[src/sv/pls_pkg.sv]
// pls_pkg: shared sizes, op codes, status codes and the control struct
// for the positional list store; no dependencies
`default_nettype none

package pls_pkg;

    localparam int CAPACITY   = 16;
    localparam int DATA_WIDTH = 32;

    // fixed field widths of the request and response
    localparam int OP_W     = 4;
    localparam int VALUE_W  = 32;
    localparam int POS_W    = 5;
    localparam int STATUS_W = 2;
    localparam int COUNT_W  = 5;

    // internal widths derived from the capacity and the position width
    localparam int IDX_W = (CAPACITY > 1) ? $clog2(CAPACITY) : 1;
    localparam int CNT_W = $clog2(CAPACITY + 1);
    localparam int CMP_W = (CNT_W > POS_W) ? CNT_W : POS_W;

    typedef enum logic [OP_W-1:0] {
        OP_ADD_FRONT    = 4'd0,
        OP_ADD_REAR     = 4'd1,
        OP_ADD_AT       = 4'd2,
        OP_GET_FRONT    = 4'd3,
        OP_GET_REAR     = 4'd4,
        OP_GET_AT       = 4'd5,
        OP_SET_FRONT    = 4'd6,
        OP_SET_REAR     = 4'd7,
        OP_SET_AT       = 4'd8,
        OP_REMOVE_FRONT = 4'd9,
        OP_REMOVE_REAR  = 4'd10
    } t_op;

    typedef enum logic [STATUS_W-1:0] {
        ST_OK    = 2'd0,
        ST_EMPTY = 2'd1,
        ST_RANGE = 2'd2,
        ST_FULL  = 2'd3
    } t_status;

    // commands from the controller to the datapath
    typedef struct packed {
        logic load_req;  // capture the accepted request
        logic exec;      // carry out the held request, load the result register
    } t_cmd;

endpackage

`default_nettype wire

[src/sv/pls_ctrl.sv]
// pls_ctrl: request sequencer and output valid tracking
// depends on pls_pkg
`default_nettype none

module pls_ctrl (
    input  wire logic        i_clk,
    input  wire logic        i_rst_n,
    input  wire logic        i_in_valid,
    output logic             o_in_stall,
    output logic             o_out_valid,
    input  wire logic        i_out_stall,
    output pls_pkg::t_cmd    o_cmd
);

    typedef enum logic {
        S_IDLE,
        S_EXEC
    } t_state;

    t_state r_state;
    logic   r_out_valid;
    logic   slot_free;

    assign slot_free   = !r_out_valid || !i_out_stall;
    assign o_in_stall  = (r_state != S_IDLE);
    assign o_out_valid = r_out_valid;

    always_comb begin
        o_cmd.load_req = (r_state == S_IDLE) && i_in_valid;
        o_cmd.exec     = (r_state == S_EXEC) && slot_free;
    end

    always_ff @(posedge i_clk) begin
        if (!i_rst_n) begin
            r_state     <= S_IDLE;
            r_out_valid <= 1'b0;
        end else begin
            if (r_out_valid && !i_out_stall) begin
                r_out_valid <= 1'b0;
            end
            unique case (r_state)
                S_IDLE: begin
                    if (i_in_valid) begin
                        r_state <= S_EXEC;
                    end
                end
                S_EXEC: begin
                    if (slot_free) begin
                        r_out_valid <= 1'b1;
                        r_state     <= S_IDLE;
                    end
                end
                default: begin
                    r_state <= S_IDLE;
                end
            endcase
        end
    end

endmodule

`default_nettype wire

[src/sv/pls_dp.sv]
// pls_dp: entry cells with parallel shift, entry count, decode and
// result register; depends on pls_pkg
`default_nettype none

module pls_dp (
    input  wire logic                              i_clk,
    input  wire logic                              i_rst_n,
    input  wire pls_pkg::t_cmd                     i_cmd,
    input  wire logic [pls_pkg::OP_W-1:0]          i_op,
    input  wire logic [pls_pkg::VALUE_W-1:0]       i_value,
    input  wire logic [pls_pkg::POS_W-1:0]         i_position,
    output logic      [pls_pkg::VALUE_W-1:0]       o_read_value,
    output logic      [pls_pkg::STATUS_W-1:0]      o_status,
    output logic      [pls_pkg::COUNT_W-1:0]       o_count
);

    localparam int CAP  = pls_pkg::CAPACITY;
    localparam int DW   = pls_pkg::DATA_WIDTH;
    localparam int VW   = pls_pkg::VALUE_W;
    localparam int CMPW = pls_pkg::CMP_W;
    localparam int CW   = pls_pkg::CNT_W;
    localparam int IW   = pls_pkg::IDX_W;
    localparam int OW   = pls_pkg::COUNT_W;

    typedef enum logic [2:0] {
        K_NONE,
        K_INSERT,
        K_READ,
        K_WRITE,
        K_REMOVE
    } t_kind;

    // held request
    logic [pls_pkg::OP_W-1:0]  r_op;
    logic [DW-1:0]             r_word;
    logic [pls_pkg::POS_W-1:0] r_pos;

    logic [DW-1:0] r_cells [CAP];
    logic [DW-1:0] n_cells [CAP];
    logic [CW-1:0] r_count;
    logic [CW-1:0] n_count;

    logic [VW-1:0]                r_read_value;
    logic [pls_pkg::STATUS_W-1:0] r_status;
    logic [OW-1:0]                r_count_out;

    logic [CMPW-1:0]      cnt_x;
    logic [CMPW-1:0]      pos_x;
    logic [CMPW-1:0]      at;
    logic                 full;
    logic                 empty;
    t_kind                kind;
    pls_pkg::t_status     status;
    logic [DW-1:0]        sel_word;
    logic [VW+DW-1:0]     rd_ext;
    logic [VW-1:0]        rd;
    logic [DW+VW-1:0]     word_ext;
    logic [CW+OW-1:0]     cnt_ext;

    assign word_ext = {{DW{1'b0}}, i_value};

    assign cnt_x = CMPW'(r_count);
    assign pos_x = CMPW'(r_pos);
    assign full  = (r_count >= CW'(CAP));
    assign empty = (r_count == '0);

    // decode: target position, status and kind of change
    always_comb begin
        at     = '0;
        kind   = K_NONE;
        status = pls_pkg::ST_OK;
        unique case (r_op)
            pls_pkg::OP_ADD_FRONT, pls_pkg::OP_ADD_REAR, pls_pkg::OP_ADD_AT: begin
                if (r_op == pls_pkg::OP_ADD_FRONT) begin
                    at = '0;
                end else if (r_op == pls_pkg::OP_ADD_REAR) begin
                    at = cnt_x;
                end else begin
                    at = pos_x;
                end
                if (at > cnt_x) begin
                    status = pls_pkg::ST_RANGE;
                end else if (full) begin
                    status = pls_pkg::ST_FULL;
                end else begin
                    kind = K_INSERT;
                end
            end
            pls_pkg::OP_GET_FRONT, pls_pkg::OP_SET_FRONT, pls_pkg::OP_REMOVE_FRONT,
            pls_pkg::OP_GET_REAR, pls_pkg::OP_SET_REAR, pls_pkg::OP_REMOVE_REAR: begin
                if (r_op == pls_pkg::OP_GET_FRONT || r_op == pls_pkg::OP_SET_FRONT ||
                    r_op == pls_pkg::OP_REMOVE_FRONT) begin
                    at = '0;
                end else begin
                    at = cnt_x - CMPW'(1);
                end
                if (empty) begin
                    status = pls_pkg::ST_EMPTY;
                end else if (r_op == pls_pkg::OP_GET_FRONT ||
                             r_op == pls_pkg::OP_GET_REAR) begin
                    kind = K_READ;
                end else if (r_op == pls_pkg::OP_SET_FRONT ||
                             r_op == pls_pkg::OP_SET_REAR) begin
                    kind = K_WRITE;
                end else begin
                    kind = K_REMOVE;
                end
            end
            pls_pkg::OP_GET_AT, pls_pkg::OP_SET_AT: begin
                at = pos_x;
                if (pos_x >= cnt_x) begin
                    status = pls_pkg::ST_RANGE;
                end else if (r_op == pls_pkg::OP_GET_AT) begin
                    kind = K_READ;
                end else begin
                    kind = K_WRITE;
                end
            end
            default: begin
                kind = K_NONE;
            end
        endcase
    end

    // read port: position is below count whenever it is used
    assign sel_word = r_cells[at[IW-1:0]];
    assign rd_ext   = {{VW{1'b0}}, sel_word};
    assign rd       = (kind == K_READ || kind == K_REMOVE) ? rd_ext[VW-1:0] : '0;

    // parallel shift of every cell
    always_comb begin
        for (int i = 0; i < CAP; i++) begin
            n_cells[i] = r_cells[i];
            unique case (kind)
                K_INSERT: begin
                    if (CMPW'(i) == at) begin
                        n_cells[i] = r_word;
                    end else if (CMPW'(i) > at) begin
                        n_cells[i] = r_cells[(i > 0) ? i - 1 : 0];
                    end
                end
                K_WRITE: begin
                    if (CMPW'(i) == at) begin
                        n_cells[i] = r_word;
                    end
                end
                K_REMOVE: begin
                    if (CMPW'(i) >= at && i + 1 < CAP) begin
                        n_cells[i] = r_cells[(i + 1 < CAP) ? i + 1 : i];
                    end
                end
                default: begin
                    n_cells[i] = r_cells[i];
                end
            endcase
        end
    end

    always_comb begin
        n_count = r_count;
        if (kind == K_INSERT) begin
            n_count = r_count + CW'(1);
        end else if (kind == K_REMOVE) begin
            n_count = r_count - CW'(1);
        end
    end

    assign cnt_ext = {{OW{1'b0}}, n_count};

    always_ff @(posedge i_clk) begin
        if (!i_rst_n) begin
            r_count <= '0;
        end else if (i_cmd.exec) begin
            r_count <= n_count;
        end
    end

    always_ff @(posedge i_clk) begin
        if (i_cmd.load_req) begin
            r_op   <= i_op;
            r_word <= word_ext[DW-1:0];
            r_pos  <= i_position;
        end
        if (i_cmd.exec) begin
            for (int i = 0; i < CAP; i++) begin
                r_cells[i] <= n_cells[i];
            end
            r_read_value <= rd;
            r_status     <= status;
            r_count_out  <= cnt_ext[OW-1:0];
        end
    end

    assign o_read_value = r_read_value;
    assign o_status     = r_status;
    assign o_count      = r_count_out;

endmodule

`default_nettype wire

[src/sv/positional_list_store.sv]
// request flow: an accepted request is captured in the hold register, then executed
//   into the result register; a new request is taken only after the held one has run,
//   in the controller's accept then execute sequence; a waiting result stalls only the execute step
// reset: entry count and handshake state clear, entry cells keep garbage
//   and are never read before written, so there is no clearing pass
`default_nettype none

module positional_list_store (
    input  wire logic                              i_clk,
    input  wire logic                              i_rst_n,
    // request channel
    input  wire logic                              i_in_valid,
    output logic                                   o_in_stall,
    input  wire logic [pls_pkg::OP_W-1:0]          i_op,
    input  wire logic [pls_pkg::VALUE_W-1:0]       i_value,
    input  wire logic [pls_pkg::POS_W-1:0]         i_position,
    // response channel
    output logic                                   o_out_valid,
    input  wire logic                              i_out_stall,
    output logic      [pls_pkg::VALUE_W-1:0]       o_read_value,
    output logic      [pls_pkg::STATUS_W-1:0]      o_status,
    output logic      [pls_pkg::COUNT_W-1:0]       o_count
);

    // command bundle from the sequencer to the datapath
    pls_pkg::t_cmd cmd;

    // sequencer: takes one transfer, then executes it once the result
    // register is free or being emptied this cycle
    pls_ctrl u_ctrl (
        .i_clk       (i_clk),
        .i_rst_n     (i_rst_n),
        .i_in_valid  (i_in_valid),
        .o_in_stall  (o_in_stall),
        .o_out_valid (o_out_valid),
        .i_out_stall (i_out_stall),
        .o_cmd       (cmd)
    );

    // datapath: request hold register, entry cells that shift up or down
    // by one place in parallel, entry count and result register
    pls_dp u_dp (
        .i_clk        (i_clk),
        .i_rst_n      (i_rst_n),
        .i_cmd        (cmd),
        .i_op         (i_op),
        .i_value      (i_value),
        .i_position   (i_position),
        .o_read_value (o_read_value),
        .o_status     (o_status),
        .o_count      (o_count)
    );

endmodule

`default_nettype wire

[config.mk]
export PLATFORM = sky130hd
export DESIGN_NAME = positional_list_store
export DESIGN_NICKNAME = d
export VERILOG_FILES = /design/src/sv/pls_pkg.sv /design/src/sv/pls_ctrl.sv /design/src/sv/pls_dp.sv /design/src/sv/positional_list_store.sv
export SDC_FILE = /design/constraint.sdc
export NUM_CORES = 2
export LEC_CHECK = 0
export BUFFER_PORTS_ARGS = -buffer_cell sky130_fd_sc_hd__buf_2
export CORE_ASPECT_RATIO = 0.75
export CORE_MARGIN = 4
export CORE_UTILIZATION = 30
export CTS_CLUSTER_SIZE = 10
export DETAILED_ROUTE_END_ITERATION = 8
export GPL_TIMING_DRIVEN = 0
export PLACE_DENSITY = 0.4
export SKIP_LAST_GASP = 1
export SYNTH_ARGS = -nofsm -noshare
export SYNTH_HDL_FRONTEND = slang
export SYNTH_SLANG_ARGS = --single-unit
[constraint.sdc]
create_clock -name i_clk -period 12.35 [get_ports i_clk]
set_input_delay 0 -clock i_clk [delete_from_list [all_inputs] [get_ports i_clk]]
set_output_delay 0 -clock i_clk [all_outputs]
set_load 0.02 [all_outputs]
Word level (Yosys, flattened, before mapping)
Memories as Yosys holds them, arrays and structs flattened. A register that Yosys moved wholly into a read port is not among the register bits.
Index checks and enable logic that the tools add are counted.
{"block": "op_classes", "n_addsub": 2, "order_cmp": 33, "n_eq_ne": 29, "muxes": 105, "n_bitwise": 1, "n_reduce_logical": 19}
{"op": "$mux 32", "n": 61}
{"op": "$pmux 32 s3", "n": 14}
{"op": "$pmux 32 s2", "n": 2}
{"op": "$eq 4x5->1 const A", "n": 8}
{"op": "$gt 4x5->1 const A", "n": 8}
{"op": "$ge 4x5->1 const A", "n": 7}
{"op": "$mux 5", "n": 6}
{"op": "$eq 3x5->1 const A", "n": 4}
{"op": "$ge 3x5->1 const A", "n": 4}
{"op": "$gt 3x5->1 const A", "n": 4}
{"op": "$eq 4x3->1 const B", "n": 4}
{"op": "$mux 3", "n": 5}
{"op": "$pmux 5 s3", "n": 1}
{"op": "$eq 4x4->1 const B", "n": 3}
{"op": "$eq 2x5->1 const A", "n": 2}
{"op": "$ge 1x5->1 const A", "n": 2}
{"op": "$ge 2x5->1 const A", "n": 2}
{"op": "$gt 2x5->1 const A", "n": 2}
{"op": "$logic_not 5->1", "n": 2}
{"op": "$mux 1", "n": 10}
{"op": "$pmux 3 s3", "n": 1}
{"op": "$eq 4x2->1 const B", "n": 2}
{"op": "$eq 3x2->1 const B", "n": 2}
{"op": "$logic_or 1x1->1", "n": 6}
{"op": "20 further kinds", "n": 27}
{"block": "word_totals", "ff_bits": 55, "ramBits": 512, "in_bits": 45, "word_cells": 198, "memories": 1}
{"name": "u_dp.r_cells", "words": 16, "width": 32, "read_ports": 17, "rd_ports_with_merged_regs": 1, "write_ports": 16, "line_no": "pls_dp.sv:38", "rtl": "logic [DW-1:0] r_cells [CAP];"}

Depth between registers and ports, before layout
{"block": "depth", "word_depth": 10, "depth_mapped": 17, "mapped_depth_nobuf": 11}

Modules after synthesis
Synthesis repeated with hierarchy kept, for this count alone.
{"block": "unflattened", "hier_cells": 2559, "area_unflattened_um2": 32772.7}
{"mod": "pls_dp", "n_inst": 1, "cells_each": 2551, "area_per_inst_um2": 32691.4, "seq_area_each_um2": 17877.1}
{"mod": "pls_ctrl", "n_inst": 1, "cells_each": 8, "area_per_inst_um2": 81.3, "seq_area_each_um2": 40.0}

Worst setup path before layout
No wires, ideal clock.
{"block": "synth_path", "kind": "register to register", "start": "register u_dp.r_op[1] (netlist name)", "end": "memory u_dp.r_cells[13][0] in the netlist's numbering, enable pin", "setup_time_ns": 0.595, "t_arrival_ns": 8.220, "t_required_ns": 11.755, "setup_slack_ns": 3.535, "stages_incl_launch_ff": 15, "n_path_buf": 5, "synth_period_minus_slack_ns": 8.815, "path_cell_list": "edfxtp_1 -> buf_4 -> buf_4 -> buf_4 -> clkbuf_1 -> or3_1 -> clkbuf_1 -> o31ai_1 -> ha_1 -> and4_1 -> a21o_1 -> a211oi_1 -> or2_2 -> o31ai_1 -> a2111oi_0"}
{"element": "end: declaration", "line_no": "pls_dp.sv:38"}

==> summary.md <==
| Metric | Value |
|---|---|
| Status | `finished, violations left` |
| Failing checks | `capacitance limit, slew limit` |
| Clock network power share | `0.373` |
| Core Area | `110000 sq um` |
| Die Wd | `392 um` |
| Largest net degree at the start of global routing | `25` |
| # rows | `roughly 110` |
| Final setup vio count | `0` |
| Most used flip-flop cell after synthesis | `edfxtp_1` |
| Static leakage | `approximately 0.014 uW` |
| Register bit total from synthesis | `between 500 and 600` |
| Area of the multi-input gates | `about 14000 sq um` |
| P&R area growth vs syn | `16.9%` |
| Post-synth EDFFs | `just under 600` |
| Peak supply drop | `0.0822 mV` |
| CTS max path bufs | `3` |
| Finished Cell Area | `approximately 39000 sq um` |
| Routed Antenna Nets | `0` |
| Register area | `between 15000 and 20000 sq um` |
| Fill count | `about 11000` |
| Htree depth | `3` |
| Routed via count | `just under 30000` |
| Sw frac | `0.313` |
| Post-CTS setup buffers | `0` |
| Max Fclk | `0.159 GHz` |
| Congestion Overflow GR | `0` |
| Die area | `around 120000 sq um` |
| Clk_lat worst skew | `about 0.7 ns` |
| Root buffer cell | `clkbuf_16` |
| CP Launch Type | `flip-flop` |
| Unique masters post-synth | `a little under 90` |
| Post-DP HPWL | `140000 um` |
| Gate Count Post-Synth | `2887` |
| Clock sink total | `599` |
| Post-DP Area | `between 30000 and 40000 sq um` |
| DRT Wirelength | `~180000 um` |
| Setup TNS | `0 ns` |
| Max Slew Vio Count | `30` |
| Simple-gate portion of the synthesized area | `0.142` |
| # DRC | `0` |
| Synth Cell Area | `approximately 33000 sq um` |
| Flop pwr share | `0.436` |
| Starting DRT DRC Count | `4565` |
| Synth Area in Compound Gates | `0.204` |
| Syn Nets | `between 2000 and 3000` |
| Busiest grt layer | `met1` |
| Post-route clock period utilization | `0.510` |
| Pwr dens | `141 nW/um^2` |
| Number of synthesis warnings | `0` |
| Final Core Density | `0.354` |
| Seq/Total Area, Yosys | `0.539` |
| Worst Tran Pin Value | `around 1.7 ns` |
| IO buf count | `85` |
| CP Class | `flip-flop to flip-flop` |
| Commonest non-fill, non-tap cell in the layout | `edfxtp_1` |
| Die Ht | `296 um` |
| Final net count | `between 3000 and 4000` |
| RSZ-0062 raised after global routing | `false` |
| Fin crit period | `roughly 6.3 ns` |
| CP Capture Type | `flip-flop` |
| Max-Cap Viols | `6` |
| Post-synthesis mux area share | `0.0703` |
| CTS clock-pin slew for the worst setup and hold paths | `roughly 0.050 ns` |
| Commonest non-fill, non-tap cells in the layout | `592 x edfxtp_1, 407 x a221o_1, 400 x nand2_1` |
| Overall Global Routing Usage | `0.302` |
| Drt first pass iters | `7` |
| Post-Synth Adder-Cell Area | `0.00452` |
| Met2 Use GR | `0.381` |
| Met3 usage | `0.119` |
| IO Pins | `86` |
| Critical path arrival | `about 6.7 ns` |
| Starting Density | `0.303` |
| Initial antenna violation count | `16` |
| CP Max Fanout | `11` |
| TritonCTS clock tree | `yes` |
| Met1 Usage GRT | `0.470` |
| Avg Cell Area, Syn | `11.5 sq um` |
| Final hold viol count | `0` |
| Cell-internal power | `between 3000 and 4000 uW` |
| Largest family of logic cells by synthesized area | `compound AO/OA/AOI/OAI gates` |
| Logic pwr share | `0.191` |
| Worst Skew | `around 0.036 ns` |
| Rel. slew slack | `-0.140` |
| Routed length per instance | `slightly below 40 um` |
| Hold Crit Class | `input port to flip-flop` |
| Critical path data required time | `between 10 and 15 ns` |
| Vias/cell | `between 6 and 7` |
| Synth Area in XOR/XNOR | `0.00237` |
| TritonCTS Buffers | `74` |
| Vias in the first global route | `about 27000` |
| Gpl congestion | `0.956` |
| Global-route wire length before repair | `between 200000 and 250000 um` |
| Share of cells above drive strength 1 | `0.132` |
| Share of flip-flops with an asynchronous set or reset | `0` |
| Cts repair resizes | `0` |
| Net switching power | `~1700 uW` |
| Hold_buf cts | `46` |
[synth_stat cells (31+ instances only)]
master	number	area share
nor3_1	31	0.0047
nand2_1	400	0.045
and2_1	134	0.025
o21ai_0	89	0.013
nor4_1	34	0.0064
nor2b_1	171	0.032
nor2_1	44	0.0050
a32oi_1	34	0.0090
a221o_1	407	0.12
edfxtp_1	592	0.53
buf_2	89	0.013
mux2i_1	194	0.058
a21oi_1	110	0.017
clkbuf_1	150	0.017
o21ai_1	34	0.0051
o22ai_1	83	0.016
[worst paths after layout]
path	cells past startpoint	start	end	slack [ns]
worst max register to register	18	u_dp.r_op[1]$_DFFE_PP_	u_dp.r_cells[5][4]$_DFFE_PP_	6.05
worst min-delay path	2	i_value[24]	u_dp.r_word[24]$_DFFE_PP_	0.04
worst min register to register	2	u_dp.r_cells[15][4]$_DFFE_PP_	u_dp.r_cells[14][4]$_DFFE_PP_	0.55
worst max-delay path	18	u_dp.r_op[1]$_DFFE_PP_	u_dp.r_cells[5][4]$_DFFE_PP_	6.05
[power groups by stage]
stage               combinational [uW]  sequential (uW)  clock (uW)
floorplan                          557             2400           0
global placement                   968             2430           0
detailed placement                 994             2420           0
CTS                               1010             2380        2070
global route                      1070             2390        2160
finish                            1050             2390        2050
[sequential cells by signal, indices dropped and copies added (netlist names)]
register / flops
u_dp.r_op: 4
u_dp.r_cells: 512
u_ctrl.o_out_valid: 1
u_dp.cnt_x: 5
u_dp.o_count: 5
u_dp.r_word: 32
u_dp.o_read_value: 32
u_dp.o_status: 2
u_ctrl.o_in_stall: 1
u_dp.pos_x: 5
[through the flow]
| step | total power (uW) | hold slack [ns] | cells | setup slack [ns] |
|---|---|---|---|---|
| 2_1_floorplan | 2960 | 0.0989 | 2887 | 3.53 |
| 3_5_place_dp | 3420 | 0.178 | 4461 | 6.13 |
| 6_report | 5480 | 0.0436 | 4640 | 6.05 |
| 5_1_grt | 5620 | 0.0272 | 4625 | 5.89 |
| 4_1_cts | 5470 | 0.0000979 | 4624 | 6.11 |
| 3_3_place_gp | 3400 | 0.177 | 4416 | -2.92 |
[cells by family after synthesis]
logic type / after synthesis
multiplexers: 229
XOR/XNOR: 9
AND/OR/NAND/NOR: 917
buffers and inverters: 288
adder cells (fa/ha/maj): 12
AO/OA/AOI/OAI: 833
flip-flops: 599
[routing by layer]
layer	routed length (um)	share of wire
met5	52	0.00029
met4	3860	0.021
met3	24900	0.14
met2	66400	0.37
met1	84900	0.47
[worst max-delay path, cell delays in order, from the launching register on]
cell	delay [ns]
edfxtp_1	0.46
buf_4	0.22
buf_4	0.17
buf_4	0.19
clkbuf_1	0.25
or3_1	0.43
clkbuf_1	0.22
nand2_1	0.13
o31ai_1	0.09
ha_1	0.36
and4_1	0.24
a21o_1	0.16
a211oi_1	0.07
or2_2	0.43
o31ai_1	0.88
clkbuf_1	0.91
nor3_2	0.39
buf_6	0.26
buf_6	0.15
[final cells by class]
cell class	instances	area share
antenna	15	0.000966
buffer	278	0.0318
clock buffer	102	0.0514
clock inverter	15	0.00209
inverter	10	0.000966
multi-input combinational	2000	0.366
sequential	599	0.461
tap	1444	0.0465
timing repair buffer	177	0.0391
No activity file was read; power rests on OpenSTA's default activity.
